===== config.mk =====
export PLATFORM = sky130hd
export DESIGN_NAME = rbka_ctrl
export DESIGN_NICKNAME = d
export VERILOG_FILES = /design/src/hdl/rbka_pkg.sv /design/src/hdl/rbka_ctrl.sv
export SDC_FILE = /design/constraint.sdc
export NUM_CORES = 1
export LEC_CHECK = 0
export BUFFER_PORTS_ARGS = -buffer_cell sky130_fd_sc_hd__buf_4
export CAP_MARGIN = 30
export CORE_AREA = 2 2 39 41
export CTS_CLUSTER_DIAMETER = 100
export DETAILED_ROUTE_END_ITERATION = 7
export DIE_AREA = 0 0 41 43
export GPL_TIMING_DRIVEN = 0
export PLACE_DENSITY_LB_ADDON = 0.1
export SETUP_SLACK_MARGIN = 0.2
export SKIP_LAST_GASP = 1
export SYNTH_ARGS = -nofsm -noshare
export SYNTH_HDL_FRONTEND = slang
export SYNTH_SLANG_ARGS = --single-unit

===== constraint.sdc =====
create_clock -name clk -period 1.6 [get_ports clk]
set_clock_uncertainty 0.15 [all_clocks]
set_input_delay 0.32 -clock clk [delete_from_list [all_inputs] [get_ports clk]]
set_output_delay 0.32 -clock clk [all_outputs]
set_load 0.02 [all_outputs]

===== src/hdl/rbka_pkg.sv =====
// ----------------------------------------------------------------------------
// rbka_pkg
// Shared constants, state type and controller/datapath bundles for the
// engine-speed binned knock average.
// ----------------------------------------------------------------------------
package rbka_pkg;

    // default sizing
    localparam int SPEED_BINS_DEF      = 128;
    localparam int SAMPLES_PER_BIN_DEF = 16;

    // speed to bin mapping: bin = floor((rpm - 200 + 30) / 60)
    localparam int SPEED_OFFSET = 200;
    localparam int SPEED_STEP   = 60;
    localparam int HALF_STEP    = SPEED_STEP / 2;

    // divide by the step as floor(x / 60) = ((x >> 2) * 8739) >> 17,
    // exact for any 15-bit x
    localparam int MAP_PRE_SHIFT = 2;
    localparam int MAP_RECIP     = 8739;
    localparam int MAP_RECIP_W   = 14;
    localparam int MAP_SHIFT     = 17;

    // item field widths
    localparam int SPEED_W     = 15;
    localparam int LEVEL_W     = 16;
    localparam int INDEX_W     = 7;
    localparam int COUNT_OUT_W = 5;
    localparam int IN_TDATA_W  = 40;
    localparam int OUT_TDATA_W = 24;

    // opcodes carried in tuser
    localparam logic OP_STORE = 1'b0;
    localparam logic OP_READ  = 1'b1;

    // controller states
    typedef enum logic [3:0] {
        ST_CLEAR,
        ST_IDLE,
        ST_MAP_GO,
        ST_BIN_RD,
        ST_BIN_WT,
        ST_SLOT,
        ST_REPLACE,
        ST_AVG_GO,
        ST_AVG_WAIT,
        ST_RESULT
    } rbka_state_t;

    // controller to datapath
    typedef struct packed {
        logic clear_wr;
        logic load_item;
        logic div_start;
        logic latch_bin;
        logic bin_rd;
        logic latch_state;
        logic ring_rd;
        logic store_fill;
        logic store_replace;
        logic out_load;
    } rbka_cmd_t;

    // datapath to controller
    typedef struct packed {
        logic clear_last;
        logic item_read;
        logic div_done;
        logic bin_full;
        logic bin_empty;
        logic out_free;
    } rbka_status_t;

endpackage


===== src/hdl/rbka_ctrl.sv =====
// ----------------------------------------------------------------------------
// rbka_ctrl
// Sequencer for the binned knock average: clearing pass, store and read
// flows, driving the datapath through command and status bundles.
// ----------------------------------------------------------------------------
module rbka_ctrl (
    input  logic                   clk,
    input  logic                   rst_n,
    input  logic                   in_valid,
    input  logic                   in_kind,
    output logic                   in_ready,
    input  rbka_pkg::rbka_status_t status,
    output rbka_pkg::rbka_cmd_t    cmd
);

    rbka_pkg::rbka_state_t state_reg, state_next;

    // next state
    always_comb
    begin
        state_next = state_reg;
        unique case (state_reg)
            rbka_pkg::ST_CLEAR:
            begin
                if (status.clear_last)
                begin
                    state_next = rbka_pkg::ST_IDLE;
                end
            end
            rbka_pkg::ST_IDLE:
            begin
                if (in_valid)
                begin
                    state_next = (in_kind == rbka_pkg::OP_READ) ? rbka_pkg::ST_BIN_RD
                                                                : rbka_pkg::ST_MAP_GO;
                end
            end
            rbka_pkg::ST_MAP_GO:
            begin
                state_next = rbka_pkg::ST_BIN_RD;
            end
            rbka_pkg::ST_BIN_RD:
            begin
                state_next = rbka_pkg::ST_BIN_WT;
            end
            rbka_pkg::ST_BIN_WT:
            begin
                state_next = status.item_read ? rbka_pkg::ST_AVG_GO : rbka_pkg::ST_SLOT;
            end
            rbka_pkg::ST_SLOT:
            begin
                state_next = status.bin_full ? rbka_pkg::ST_REPLACE : rbka_pkg::ST_IDLE;
            end
            rbka_pkg::ST_REPLACE:
            begin
                state_next = rbka_pkg::ST_IDLE;
            end
            rbka_pkg::ST_AVG_GO:
            begin
                state_next = status.bin_empty ? rbka_pkg::ST_RESULT : rbka_pkg::ST_AVG_WAIT;
            end
            rbka_pkg::ST_AVG_WAIT:
            begin
                if (status.div_done)
                begin
                    state_next = rbka_pkg::ST_RESULT;
                end
            end
            rbka_pkg::ST_RESULT:
            begin
                if (status.out_free)
                begin
                    state_next = rbka_pkg::ST_IDLE;
                end
            end
            default:
            begin
                state_next = rbka_pkg::ST_IDLE;
            end
        endcase
    end

    // commands
    always_comb
    begin
        cmd      = '0;
        in_ready = 1'b0;
        unique case (state_reg)
            rbka_pkg::ST_CLEAR:
            begin
                cmd.clear_wr = 1'b1;
            end
            rbka_pkg::ST_IDLE:
            begin
                in_ready      = 1'b1;
                cmd.load_item = in_valid;
            end
            rbka_pkg::ST_MAP_GO:
            begin
                cmd.latch_bin = 1'b1;
            end
            rbka_pkg::ST_BIN_RD:
            begin
                cmd.bin_rd = 1'b1;
            end
            rbka_pkg::ST_BIN_WT:
            begin
                cmd.latch_state = 1'b1;
            end
            rbka_pkg::ST_SLOT:
            begin
                cmd.ring_rd    = status.bin_full;
                cmd.store_fill = !status.bin_full;
            end
            rbka_pkg::ST_REPLACE:
            begin
                cmd.store_replace = 1'b1;
            end
            rbka_pkg::ST_AVG_GO:
            begin
                cmd.div_start = !status.bin_empty;
            end
            rbka_pkg::ST_AVG_WAIT:
            begin
                cmd = '0;
            end
            rbka_pkg::ST_RESULT:
            begin
                cmd.out_load = status.out_free;
            end
            default:
            begin
                cmd = '0;
            end
        endcase
    end

    always_ff @(posedge clk or negedge rst_n)
    begin
        if (!rst_n)
        begin
            state_reg <= rbka_pkg::ST_CLEAR;
        end
        else
        begin
            state_reg <= state_next;
        end
    end

endmodule

; Yosys cells after proc, flatten, opt, wreduce, memory -nomap -nowiden
; Index checks and enable logic that the tools add are counted.
[word_totals]
reg_bits = 4
in_bits = 10
out_inout_bits = 11
elab_cells = 37
[classes]
eq_ne = 13
muxes = 19
reduce_logical = 4
[ops]
columns = cell, n
row1 = $pmux W4 S9, 1
row2 = $eq A4 B3 Y1 const B, 4
row3 = $mux W4, 4
row4 = $mux W1, 11
row5 = $eq A4 B2 Y1 const B, 2
row6 = $eq A4 B4 Y1 const B, 2
row7 = $ne A2 B2 Y1 const B, 4
row8 = $eq A4 B1 Y1 const B, 1
row9 = $logic_not A4 Y1, 1
row10 = $mux W2, 2
row11 = $reduce_and A4 Y1, 1
row12 = $mux W3, 1
row13 = $logic_not A1 Y1, 2

; Logic depth before layout (Yosys ltp)
[depth]
ltp_word = 3
depth_mapped = 4
depth_no_buf = 3

; Worst setup path after synthesis
; No wires, ideal clock.
[synth_timing]
path_type = flip-flop to output port
from = reg state_reg[2]
to = out cmd[9] in the netlist's numbering
arrival_ps = 1262
required_time_ps = 1130
slack_ps = -132
stages_incl_launch_ff = 3
path_cell_list = dfrtp_1 buf_4 nor4_1
[synth_rtl]
columns = item, line_no
row1 = from (decl), rbka_ctrl.sv:16  ; rbka_pkg::rbka_state_t state_reg, state_next;
row2 = from (signal assigned), rbka_ctrl.sv:142  ; state_reg <= rbka_pkg::ST_CLEAR;
row3 = from (signal assigned), rbka_ctrl.sv:146  ; state_reg <= state_next;
row4 = to (decl), rbka_ctrl.sv:13  ; output rbka_pkg::rbka_cmd_t cmd

==> results.sh <==
export IMPL_drc=0
export IMPL_layout_drive_gt1_share_pct=71.4
export IMPL_drv_cap=0
export IMPL_fin_crit_sh_pct=109
export IMPL_p_total_w=0.00164
export IMPL_clockRootBuffer="clkbuf_4"
export IMPL_crit_top_cell="buf_6"
export IMPL_path_max_fanout=8
export IMPL_critPathCaptureType="primary output"
export IMPL_path_clk_slew_ns=0.03
export IMPL_clock_latency_ns=0.24
export IMPL_final_core_util_pct=61.9
export IMPL_first_iter_violations=14
export IMPL_cpMaxStageDelayCell="dfrtp_1"
export IMPL_largest_reg_flops=4
export IMPL_grt_pass1_wl_um=2050
export IMPL_yosysSeqAreaShare_pct=27.3
export IMPL_synth_avg_cell_area_um2=7.97
export IMPL_hpwl_um=779
export IMPL_path_buf_inv=2
export IMPL_violations="negative setup slack"
export IMPL_detail_route_wirelength_um=1280
export IMPL_grt_pass1_vias=451
export IMPL_gp_congestion=0.742
export IMPL_antenna_found_initial=0
export IMPL_wl_per_cell_um=12.8
export IMPL_fin_crit_ns=1.75
export IMPL_ioPinCount=21
export IMPL_yosys_area_top_type="dfrtp_1"
export IMPL_required_ns=1.13
export IMPL_die_area_um2=1760
export IMPL_cts_tree="done"
export IMPL_ys_seq_elements=4
export IMPL_leakagePower_nw=0.396
export IMPL_antennaDiodeCount=0
export IMPL_grt_max_degree=11
export IMPL_critical_path_class="flop to primary output"
export IMPL_relSlewSlack_pct=84.2
export IMPL_dr_total_vias=499
export IMPL_tightest_slew_ns=0.236
export IMPL_die_x_um=41
export IMPL_peakVddDrop_uv=735
export IMPL_status="complete, but fails checks"
export IMPL_synth_top_cell_area_share_pct=27.3
export IMPL_max_stage_delay_ns=0.37
export IMPL_clock_sinks=4
export IMPL_synthTopCellsByArea="dfrtp_1 27%, nor3_1 8.2%, nor2_1 6.1%"
export IMPL_layoutNonFillerInstCount=100
export IMPL_grt_usage_pct=17.8
export IMPL_num_nets_final=96
export IMPL_rsz0062_at_grt="true"
export IMPL_arrival_ns=1.28
export IMPL_setup_violations=11
export IMPL_initial_utilization_pct=26.5
export IMPL_fin_ws_ns=-0.151
export IMPL_core_um2=1380
export IMPL_htree_levels=1
export IMPL_dp_cells=82
export IMPL_start_kind="flop"
export IMPL_drtPass1Iterations=5
export IMPL_ys_types=26
export IMPL_hp_class="primary input to flop"
export IMPL_cp_cell_sequence="buf_6, nand2b_4, nor3_4, buf_6"
export IMPL_detail_route_vias_per_cell=4.99
export IMPL_cts_buffers=3
export IMPL_syn_num_nets=56
export IMPL_syn_area_um2=367
export IMPL_clk_path_buf_depth=2
export IMPL_area_growth_synth_to_final_pct=134
export IMPL_crit_family="simple AND/OR/NAND/NOR gates"
export IMPL_grt_ovfl_total=0
export IMPL_final_setup_tns_ns=-1.12
export IMPL_fp_dieH_um=43
export IMPL_numPortBuffers=20
export IMPL_detail_route_antenna_nets=0
export IMPL_yosys_warnings=0
export IMPL_syn_inst=46
export IMPL_fmax_mhz=571
export IMPL_fp_row_count=14
export IMPL_power_density_nw_per_um2=1920
export IMPL_finalHoldViolCount=0
export IMPL_maxSlewViolCount=0
routing by layer:
layer	up-vias	global-route usage (%)	part of all wire [%]
met4	0	12.0	3.4
met3	5	3.14	3.5
met5	-	0	0
met2	15	21.9	50
met1	236	27.1	43
li1	243	-	-
path summary, 6_finish.rpt:
| kind | from | to | slack [ns] | depth (start not counted) |
|---|---|---|---|---|
| max in group asynchronous | rst_n | state_reg[2] | 0.92 | 2 |
| min in group asynchronous | rst_n | state_reg[0] | 0.26 | 2 |
| worst min register to register | state_reg[3] | state_reg[2] | 0.41 | 2 |
| worst max-delay path | state_reg[3] | cmd[7] | -0.15 | 4 |
| worst min-delay path | status[0] | state_reg[3] | 0.24 | 4 |
| worst max register to register | state_reg[3] | state_reg[0] | 0.18 | 5 |
final cells by class:
class / count / area, um2
clock buffers: 3 / 22.5
well taps: 16 / 20.0
inverters: 1 / 3.75
repair buffers: 35 / 299
fillers: 118 / 527
flip-flops and latches: 4 / 101
multi-input cells: 37 / 365
plain buffers: 4 / 45.0
report_power, final:
part	switching, W	internal [W]
Combinational	0.000655	0.000675
Sequential	0.0000377	0.000148
Clock	0.0000434	0.0000840
Total	0.000736	0.000907
synthesized netlist by cell type (all sizes together):
library cell / instances
a21oi: 2
a22oi: 1
a2bb2oi: 1
a311oi: 1
a41oi: 1
and2: 1
buf: 4
dfrtp: 4
inv: 1
mux2: 1
mux2i: 1
nand2: 4
nand2b: 4
nand3: 1
nor2: 6
nor2b: 2
nor3: 7
nor4: 2
o21a: 1
o22ai: 1
kinds of logic after synthesis:
family | after synthesis | share of synthesized area, %
and+or+nand+nor | 27 | 40.3
AOI/OAI and AO/OA | 8 | 16.7
buffers and inverters | 5 | 8.87
DFF | 4 | 27.3
muxes | 2 | 6.82
stage by stage:
step	hold slack, ns	setup WS [ns]	instance area, um2
finish	0.236	-0.151	857
global route	0.263	-0.218	857
CTS	0.230	-0.178	805
detailed placement	-0.0310	0.0107	653
global placement	-0.0297	-0.00573	653
floorplan	-0.126	0.0676	483
tightest hold or removal path, stage by stage:
cell and delay, ns:
buf_4 0.08, nand2_1 0.04, nand2_1 0.06, o22ai_1 0.07
repair_timing:
action,4_1_cts,5_1_grt
hold buffers,1,0
setup buffers,10,4
endpoints found under the setup margin,11,13
pin swaps,4,5
gates resized for setup,13,4
endpoints found under the hold margin,4,0
layout by cell type, fill, tap and decap left out, types with 2 or more instances in the layout:
cell type,Yosys,routed
nor2_1,6,5
nor4_4,0,2
nor3_4,0,6
clkbuf_4,0,3
nand2_1,4,3
buf_6,1,11
nand2b_4,0,3
dfrtp_1,4,3
buf_4,1,26
Note: power is estimated with default switching activity, not from simulation.
